### config.mk
export PLATFORM = sky130hd
export DESIGN_NAME = fra_ctrl
export DESIGN_NICKNAME = d
export VERILOG_FILES = /design/src/rtl/fra_pkg.sv /design/src/rtl/fra_ctrl.sv
export VERILOG_INCLUDE_DIRS = /design/src /design/src/rtl
export SDC_FILE = /design/constraint.sdc
export NUM_CORES = 1
export LEC_CHECK = 0
export ABC_CLOCK_PERIOD_IN_PS = 4150
export BUFFER_PORTS_ARGS = -buffer_cell sky130_fd_sc_hd__clkbuf_2
export CORE_AREA = 2 2 58 65
export DETAILED_ROUTE_END_ITERATION = 8
export DIE_AREA = 0 0 60 67
export SLEW_MARGIN = 0
export SYNTH_ARGS = -nofsm -noshare
export SYNTH_HDL_FRONTEND = slang
export SYNTH_SLANG_ARGS = --single-unit
### constraint.sdc
create_clock -name clock -period 4.15 [get_ports clock]
set_input_delay 0.415 -clock clock [delete_from_list [all_inputs] [get_ports clock]]
set_output_delay 0.415 -clock clock [all_outputs]
set_load 0.02 [all_outputs]
### src/rtl/first_fit_region_allocator_defines.svh
// Assertion macros shared by the allocator RTL.
// Define ASSERT_OFF to compile the checks out.
`ifndef FIRST_FIT_REGION_ALLOCATOR_DEFINES_SVH
`define FIRST_FIT_REGION_ALLOCATOR_DEFINES_SVH
`ifndef ASSERT_OFF
`define FRA_ASSERT(lbl, clk, rst, prop) \
   lbl: assert property (@(posedge clk) disable iff (rst) prop) \
      else $error("allocator assertion failed");
`define FRA_ASSERT_ALWAYS(lbl, clk, prop) \
   lbl: assert property (@(posedge clk) prop) \
      else $error("allocator assertion failed");
`else
`define FRA_ASSERT(lbl, clk, rst, prop)
`define FRA_ASSERT_ALWAYS(lbl, clk, prop)
`endif
`endif

### src/rtl/fra_pkg.sv
// Types, codes and constants of the first-fit region allocator.
// No dependencies.
`timescale 1ns / 1ps
package fra_pkg;

   localparam int FRAG_COUNT = 64;
   localparam int IDX_W = $clog2(FRAG_COUNT);
   localparam int GRAN_BYTES = 4096;
   localparam logic [31:0] POOL_RESET = 32'd268435456;

   typedef logic [IDX_W-1:0] idx_type;

   typedef enum logic [1:0] {
      KIND_ALLOC = 2'd0,
      KIND_FREE  = 2'd1,
      KIND_INIT  = 2'd2,
      KIND_NOP   = 2'd3
   } kind_type;

   typedef enum logic [1:0] {
      ST_OK      = 2'd0,
      ST_NOSPACE = 2'd1,
      ST_FULL    = 2'd2,
      ST_BADH    = 2'd3
   } status_type;

   typedef enum logic [4:0] {
      OP_NONE, OP_LATCH, OP_INIT, OP_CHK, OP_IDSTEP, OP_SADDR, OP_SPAD, OP_SCMP,
      OP_CARVE1, OP_CARVE2, OP_TAKE, OP_FCHK, OP_FA, OP_FB, OP_FC, OP_FD, OP_FW
   } op_type;

   typedef struct packed {
      op_type op;
   } cmd_type;

   typedef struct packed {
      logic chk_fail;
      logic id_hit;
      logic id_last;
      logic i_free;
      logic i_last;
      logic fit_gt;
      logic fit_eq;
      logic nid_zero;
      logic h_bad;
   } stat_type;

endpackage

### src/rtl/fra_ctrl.sv
// Sequencer of the allocator: walks each command through the datapath steps.
// Depends on fra_pkg and first_fit_region_allocator_defines.svh.
`timescale 1ns / 1ps
`include "first_fit_region_allocator_defines.svh"
module fra_ctrl (
   input  logic              clock,
   input  logic              reset,
   input  logic              start,
   input  logic [1:0]        req_kind,
   output logic              busy,
   output logic              rsp_valid,
   output fra_pkg::cmd_type  cmd,
   input  fra_pkg::stat_type stat
);
   import fra_pkg::*;

   typedef enum logic [16:0] {
      S_IDLE   = 17'h00001,
      S_CHK    = 17'h00002,
      S_IDS    = 17'h00004,
      S_SADDR  = 17'h00008,
      S_SPAD   = 17'h00010,
      S_SCMP   = 17'h00020,
      S_CARVE1 = 17'h00040,
      S_CARVE2 = 17'h00080,
      S_TAKE   = 17'h00100,
      S_FCHK   = 17'h00200,
      S_FA     = 17'h00400,
      S_FB     = 17'h00800,
      S_FC     = 17'h01000,
      S_FD     = 17'h02000,
      S_FW     = 17'h04000,
      S_INIT   = 17'h08000,
      S_DONE   = 17'h10000
   } state_type;

   state_type state_ff, state_in;

   always_comb begin
      state_in = state_ff;
      cmd.op = OP_NONE;
      case (state_ff)
         S_IDLE: begin
            if (start) begin
               cmd.op = OP_LATCH;
               case (req_kind)
                  KIND_ALLOC: state_in = S_CHK;
                  KIND_FREE:  state_in = S_FCHK;
                  KIND_INIT:  state_in = S_INIT;
                  default:    state_in = S_DONE;
               endcase
            end
         end
         S_CHK: begin
            cmd.op = OP_CHK;
            state_in = stat.chk_fail ? S_DONE : S_IDS;
         end
         S_IDS: begin
            cmd.op = OP_IDSTEP;
            if (stat.id_hit || stat.id_last) begin
               state_in = S_SADDR;
            end
         end
         S_SADDR: begin
            cmd.op = OP_SADDR;
            if (stat.i_free) begin
               state_in = S_SPAD;
            end else if (stat.i_last) begin
               state_in = S_DONE;
            end
         end
         S_SPAD: begin
            cmd.op = OP_SPAD;
            state_in = S_SCMP;
         end
         S_SCMP: begin
            cmd.op = OP_SCMP;
            if (stat.fit_gt) begin
               state_in = stat.nid_zero ? S_DONE : S_CARVE1;
            end else if (stat.fit_eq) begin
               state_in = S_TAKE;
            end else begin
               state_in = stat.i_last ? S_DONE : S_SADDR;
            end
         end
         S_CARVE1: begin
            cmd.op = OP_CARVE1;
            state_in = S_CARVE2;
         end
         S_CARVE2: begin
            cmd.op = OP_CARVE2;
            state_in = S_DONE;
         end
         S_TAKE: begin
            cmd.op = OP_TAKE;
            state_in = S_DONE;
         end
         S_FCHK: begin
            cmd.op = OP_FCHK;
            state_in = stat.h_bad ? S_DONE : S_FA;
         end
         S_FA: begin
            cmd.op = OP_FA;
            state_in = S_FB;
         end
         S_FB: begin
            cmd.op = OP_FB;
            state_in = S_FC;
         end
         S_FC: begin
            cmd.op = OP_FC;
            state_in = S_FD;
         end
         S_FD: begin
            cmd.op = OP_FD;
            state_in = S_FW;
         end
         S_FW: begin
            cmd.op = OP_FW;
            state_in = S_DONE;
         end
         S_INIT: begin
            cmd.op = OP_INIT;
            state_in = S_DONE;
         end
         S_DONE: begin
            state_in = S_IDLE;
         end
         default: begin
            state_in = S_IDLE;
         end
      endcase
   end

   always_ff @(posedge clock) begin
      if (reset) begin
         state_ff <= S_IDLE;
      end else begin
         state_ff <= state_in;
      end
   end

   assign busy      = (state_ff != S_IDLE);
   assign rsp_valid = (state_ff == S_DONE);

   `FRA_ASSERT_ALWAYS(a_reset_idle, clock, reset |=> (state_ff == S_IDLE))
   `FRA_ASSERT(a_done_one_cycle, clock, reset, rsp_valid |=> !busy)
   `FRA_ASSERT(a_start_takes, clock, reset, (start && !busy) |=> busy)
   `FRA_ASSERT(a_idle_no_cmd, clock, reset, (!busy && !start) |-> (cmd.op == OP_NONE))
endmodule

==> results of run 1 <==
==> placed cells by master (no fill, tap or decap), types with 3 or more instances in the layout <==
master | netlist | layout
clkbuf_2 | 0 | 20
nor2_1 | 17 | 17
xnor2_1 | 6 | 6
clkbuf_4 | 0 | 3
a21oi_1 | 3 | 3
inv_1 | 3 | 3
or4_1 | 3 | 3
nand4_1 | 7 | 7
dfxtp_1 | 17 | 17
nor4b_1 | 6 | 6
nand3_1 | 10 | 10
nor2b_1 | 8 | 8
nor3_1 | 8 | 8
o21ai_0 | 6 | 6
nor4_1 | 5 | 5
nand2_1 | 8 | 8
==> metal layers <==
metal  track usage [%]  up-vias
met5                 0        -
met4              5.00        0
met3              1.94        5
met2              27.3       25
met1              23.3      575
li1                  -      593
==> metrics by stage <==
| step | util [%] | instances |
|---|---|---|
| 6_report | 39.0 | 211 |
| 2_1_floorplan | - | 146 |
| 5_1_grt | 39.0 | 211 |
| 3_3_place_gp | 38.1 | 207 |
| 4_1_cts | 39.0 | 211 |
| 3_5_place_dp | 38.1 | 207 |
==> final cells by class <==
cell class              instances  area share, %
clock buffers                   3           1.74
clock inverters                 1          0.579
inverters                       3          0.868
multi-input cells             119           58.2
flip-flops and latches         17           26.2
well taps                      48           4.63
repair buffers                 20           7.71
==> power by group <==
group,leakage [nW],switching (mW),internal (mW)
clock,0.0139,0.0579,0.0368
sequential,0.138,0.0144,0.173
combinational,0.333,0.131,0.0719
==> how the worst max path moves through the flow <==
stage          slack, ns     end  cells after the start
6_report            1.23  cmd[0]                      5
5_1_grt             1.08  cmd[0]                      5
4_1_cts             1.22  cmd[0]                      5
3_5_place_dp        1.57  cmd[0]                      5
3_3_place_gp        1.62  cmd[0]                      5
2_1_floorplan       1.52  cmd[0]                      5
==> kinds of logic after synthesis <==
family,Yosys count,synth area share [%]
and+or+nand+nor,87,44.8
AOI/OAI and AO/OA,25,16.0
xor gates and xnor gates,7,5.37
DFF,17,29.8
buffers and inverters,10,4.05
==> flow_summary_export.csv, run 1 <==
group,metric,value,unit
status,status,"finished, final reports clean",
synth,synth_seq_area_share,29.8,%
power,p_per_area,373,mW/mm2
die,die_h,67,um
global_routing,grt_pass1_vias,1129,
die,start_util,34.3,%
worst_setup_path,max_stage_delay,0.59,ns
cells_and_area,final_nets,178,
worst_setup_path,cp-start-kind,"flip-flop",
clocking,cts.reportedPaths.clkPinSlew,0.11,ns
place,io_buffer_count,20,
clocking,htreeDepth,1,
synth,yosysTopAreaCell,"dfxtp_1",
synth,synth_seq_cells,17,
synth,synth-edff-count,0,
drt,drt-wirelength-per-cell,14.7,um
global_routing,track_usage,16.9,%
place,dpl_cell_area,0.00127,mm2
clocking,post_cts_buffers,0,
die,die_x,60,um
cells_and_area,area_growth,13.6,%
synth,synth_nets,160,
synth,synth_ff_type,"dfxtp_1",
drt,detail_route.first_pass.iterations,4,
drt,drc,0,
clocking,cts_tree,"yes",
synth,yosys-top-cells-area,"dfxtp_1, nor2_1, nor4b_1",
place,detailed_place_hpwl,2490,um
synth,syn_area_per_cell,7.82,um2
die,core_area,0.00333,mm2
worst_setup_path,worstSetupPathType,"flip-flop to output pin",
cells_and_area,antenna_cells,0,
timing,setup_viol,0,
timing,drv_slew,0,
synth,yosysWarnings,0,
cells_and_area,fillCellCount,351,
synth,ys_types,42,
timing,min_period,2.92,ns
synth,netlist.area_leader.share,29.8,%
drt,highest_layer,"met4",
cells_and_area,largest_reg_flops,17,
drt,vias,1198,
timing,setup_ws,1.23,ns
drt,postRouteWirelength,3110,um
cells_and_area,regArea,340,um2
synth,syn_area,0.00114,mm2
timing,tns,0,ns
run,cap_violations,0,
worst_setup_path,critPathMaxFanout,10,
power,peakVddDrop,0.253,mV
cells_and_area,final_area,0.00130,mm2
worst_setup_path,crit_required,3.73,ns
drt,routed-wl-met2,1460,um
cells_and_area,regMostFlops,"state_ff",
die,die-area,0.00402,mm2
clocking,clk_latency,0.30,ns
timing,worstMarginPinSlew,0.639,ns
worst_setup_path,r2r_slack,1.89,ns
worst_setup_path,r2r_start,"state_ff[2]",
worst_setup_path,cp-end-kind,"output pin",
drt,wl_met3,114,um
hold_path,hold_class,"input pin to flip-flop",
timing,fmax,342,MHz
place,place.gp.congestion,0.923,
synth,async_reset_ff_share,0,%
cells_and_area,top_regs,"state_ff x17",
timing,whs,0.282,ns
cells_and_area,drive_above_1_share,17.2,%
worst_setup_path,arrival,2.51,ns
timing,rsz0062_at_grt,"no",
place,preCtsSetupSlack,1.57,ns
power,leakage,0.485,nW
clocking,cts_resized,0,
global_routing,grt_max_degree,12,
synth,synthTopCellsByCount,"dfxtp_1, nor2_1, nand3_1",
cells_and_area,multi_input_area,756,um2
clocking,cts_root_buffer,"clkbuf_4",
timing,finalCritPeriodShare,70.4,%
hold_path,hold_end,"state_ff[10]",
worst_setup_path,path_buf_inv,1,
drt,via_per_inst,5.68,
die,io_pins,21,
worst_setup_path,rr_worst_depth,5,
global_routing,grt_pass1_wl,5190,um
clocking,cts_made_buffers,3,
timing,finClkSkew,0.0116,ns
hold_path,min_from,"stat[0]",
drt,antenna_left,0,
worst_setup_path,startpoint,"state_ff[12]",
worst_setup_path,crit_chain,"or4_4 -> nor4_4 -> nand3_1 -> o211ai_1 -> clkbuf_2",
timing,hold_viol,0,
die,rows,22,
global_routing,overflow,0,
worst_setup_path,crit_family,"simple AND/OR/NAND/NOR gates",
clocking,hold_buffers,0,
global_routing,antenna_found_initial,0,
worst_setup_path,r2r-end,"state_ff[0]",
clocking,cts_num_sinks,17,
hold_path,holdPathStages,2,
power,power,0.485,mW
worst_setup_path,cp_slowest_cell,"or4_4",
clocking,clk_path_buf_depth,2,
timing,maxSlewHeadroom,57.0,%
synth,syn-instance-count,146,
drt,wl_met1,1490,um
drt,drt_iter0_markers,74,
No activity file was read; power rests on OpenSTA's default activity.
==> run 2, diff against run 1 <==
- ABC_AREA: unset -> 1
- ABC_CLOCK_PERIOD_IN_PS: 4150 -> 2800
- CORE_AREA: 2 2 58 65 -> 2 2 60 68
- DIE_AREA: 0 0 60 67 -> 0 0 62 70
- clock period: 4.15 -> 2.8 ns (I/O delays scaled with it)
==> run 2 against run 1 <==
Net effect: area after synthesis grew 7.4%; via count rose by 3.2%; sequential cell count is the same; critical endpoint is now cmd[1]; largest cell class unchanged; largest power group unchanged.
==> flow_summary_export.csv, run 2 <==
group,metric,value,unit
die,io_pins,21,
synth,yosysWarnings,0,
timing,min_period,1.99,ns
synth,yosysTopAreaCell,"dfxtp_1",
worst_setup_path,cp-start-kind,"flip-flop",
worst_setup_path,max_stage_delay,0.37,ns
clocking,htreeDepth,1,
timing,worstMarginPinSlew,0.390,ns
timing,hold_viol,0,
synth,syn-instance-count,194,
clocking,hold_buffers,0,
worst_setup_path,path_buf_inv,3,
place,io_buffer_count,20,
drt,drc,0,
power,peakVddDrop,0.335,mV
synth,synth_seq_cells,17,
global_routing,overflow,0,
timing,finClkSkew,0.00525,ns
drt,drt_iter0_markers,38,
drt,drt-wirelength-per-cell,11.0,um
timing,setup_viol,0,
drt,antenna_left,0,
clocking,cts_num_sinks,17,
cells_and_area,area_growth,16.6,%
timing,rsz0062_at_grt,"no",
synth,ys_types,26,
drt,via_per_inst,4.61,
cells_and_area,multi_input_area,749,um2
timing,drv_slew,0,
worst_setup_path,critPathMaxFanout,4,
die,core_area,0.00375,mm2
cells_and_area,fillCellCount,413,
place,dpl_cell_area,0.00139,mm2
power,p_seq_share,34.2,%
cells_and_area,most-common-layout-cells,"nand2_1, inv_1, nor2_1",
global_routing,grt_max_degree,18,
place,detailed_place_hpwl,2480,um
cells_and_area,top_regs,"state_ff x17",
timing,maxSlewHeadroom,74.0,%
worst_setup_path,arrival,1.71,ns
clocking,cts_made_buffers,3,
clocking,cts_resized,0,
drt,postRouteWirelength,2950,um
clocking,clk_path_buf_depth,2,
die,die_x,62,um
synth,syn_area,0.00123,mm2
die,die_h,70,um
status,status,"finished, final reports clean",
place,preCtsSetupSlack,1.10,ns
synth,netlist.area_leader.share,27.7,%
timing,tns,0,ns
hold_path,hold_class,"input pin to flip-flop",
timing,setup_ws,0.811,ns
cells_and_area,final_common_cell,"nand2_1",
cells_and_area,antenna_cells,0,
die,rows,24,
place,place.gp.congestion,0.831,
clocking,post_cts_buffers,0,
cells_and_area,regMostFlops,"state_ff",
timing,fmax,503,MHz
cells_and_area,largest_reg_flops,17,
power,p_int,0.469,mW
drt,vias,1236,
synth,synth_nets,208,
die,start_util,32.7,%
synth,syn_area_per_cell,6.33,um2
synth,synthTopCellsByCount,"nand2_1, inv_1, nor2_1",
clocking,cts.reportedPaths.clkPinSlew,0.07,ns
global_routing,grt_pass1_vias,1193,
synth,async_reset_ff_share,0,%
synth,synth-edff-count,0,
cells_and_area,final_area,0.00143,mm2
die,die-area,0.00434,mm2
power,p_per_area,563,mW/mm2
run,cap_violations,0,
cells_and_area,drive_above_1_share,24.5,%
worst_setup_path,cp-end-kind,"output pin",
synth,synth_ff_type,"dfxtp_1",
power,leakage,0.704,nW
clocking,clk_latency,0.26,ns
power,power.share.clock,23.1,%
synth,synthMostInstantiatedCell,"nand2_1",
worst_setup_path,crit_chain,"nor2_4 -> nand2_4 -> nor2_4 -> nand2_1 -> nor2_1 -> inv_1 -> nand2_1 -> inv_1 -> nand4_1 -> clkbuf_2",
clocking,cts_root_buffer,"clkbuf_8",
worst_setup_path,cp_slowest_cell,"dfxtp_1",
global_routing,grt_pass1_wl,5330,um
global_routing,track_usage,16.2,%
cells_and_area,final_nets,231,
place,placedCellCount,264,
worst_setup_path,crit_required,2.52,ns
drt,detail_route.first_pass.iterations,4,
synth,synth_seq_area_share,27.7,%
power,p_sw_share,41.9,%
power,p_sw,0.338,mW
worst_setup_path,worstSetupPathType,"flip-flop to output pin",
synth,yosys-top-cells-area,"dfxtp_1, nand2_1, inv_1",
cells_and_area,fin_cells,268,
cells_and_area,regArea,340,um2
global_routing,antenna_found_initial,0,
timing,finalCritPeriodShare,71.0,%
power,pwr-share-comb,42.7,%
timing,whs,0.206,ns
clocking,cts_tree,"yes",
worst_setup_path,crit_family,"simple AND/OR/NAND/NOR gates",
[run 2: worst paths after layout]
path                              startpoint           end  slack (ns)  cells after the start
worst max-delay path             state_ff[2]        cmd[1]        0.81                     10
worst min-delay path                 stat[1]   state_ff[6]        0.21                      2
worst max register to register  state_ff[10]  state_ff[16]        1.30                     10
worst min register to register  state_ff[11]  state_ff[12]        0.59                      4
[run 2: per-stage QoR]
stage / total power [mW] / utilization [%]
after floorplan: 0.543 / -
after global placement: 0.634 / 36.9
after detailed placement: 0.629 / 36.9
after CTS: 0.814 / 38.1
after global routing: 0.876 / 38.1
final: 0.806 / 38.1
[run 2: power by group through the flow]
stage | registers [mW] | logic, mW | clock network, mW
after floorplan | 0.277 | 0.266 | 0
after global placement | 0.281 | 0.353 | 0
after detailed placement | 0.281 | 0.347 | 0
after CTS | 0.276 | 0.348 | 0.189
after global routing | 0.278 | 0.391 | 0.207
final | 0.276 | 0.344 | 0.186
[run 2: cells by family (layout without fill, tap and decap cells)]
kind of cell    count (synthesis)  count (layout)  share of synthesized area [%]
compound gates                  7               7                           2.85
buf+inv                        36              58                           11.2
simple gates                  134             134                           58.2
flops                          17              17                           27.7
[run 2: area by class of cell]
| type | instances | area share, % |
|---|---|---|
| multi-input cells | 141 | 52.4 |
| flip-flops and latches | 17 | 23.8 |
| inverters | 34 | 9.09 |
| repair buffers | 20 | 6.99 |
| well taps | 52 | 4.55 |
| clock buffers | 3 | 2.88 |
| clock inverters | 1 | 0.350 |
[run 2: layer usage]
layer | track usage [%] | up-vias | share of wire [%] | routed length, um
met4 | 5.67 | 0 | 2.1 | 62
met1 | 19.9 | 551 | 45 | 1340
met2 | 26.6 | 17 | 50 | 1490
met3 | 3.70 | 6 | 2.2 | 65
li1 | - | 662 | - | -
met5 | 0 | - | 0 | 0
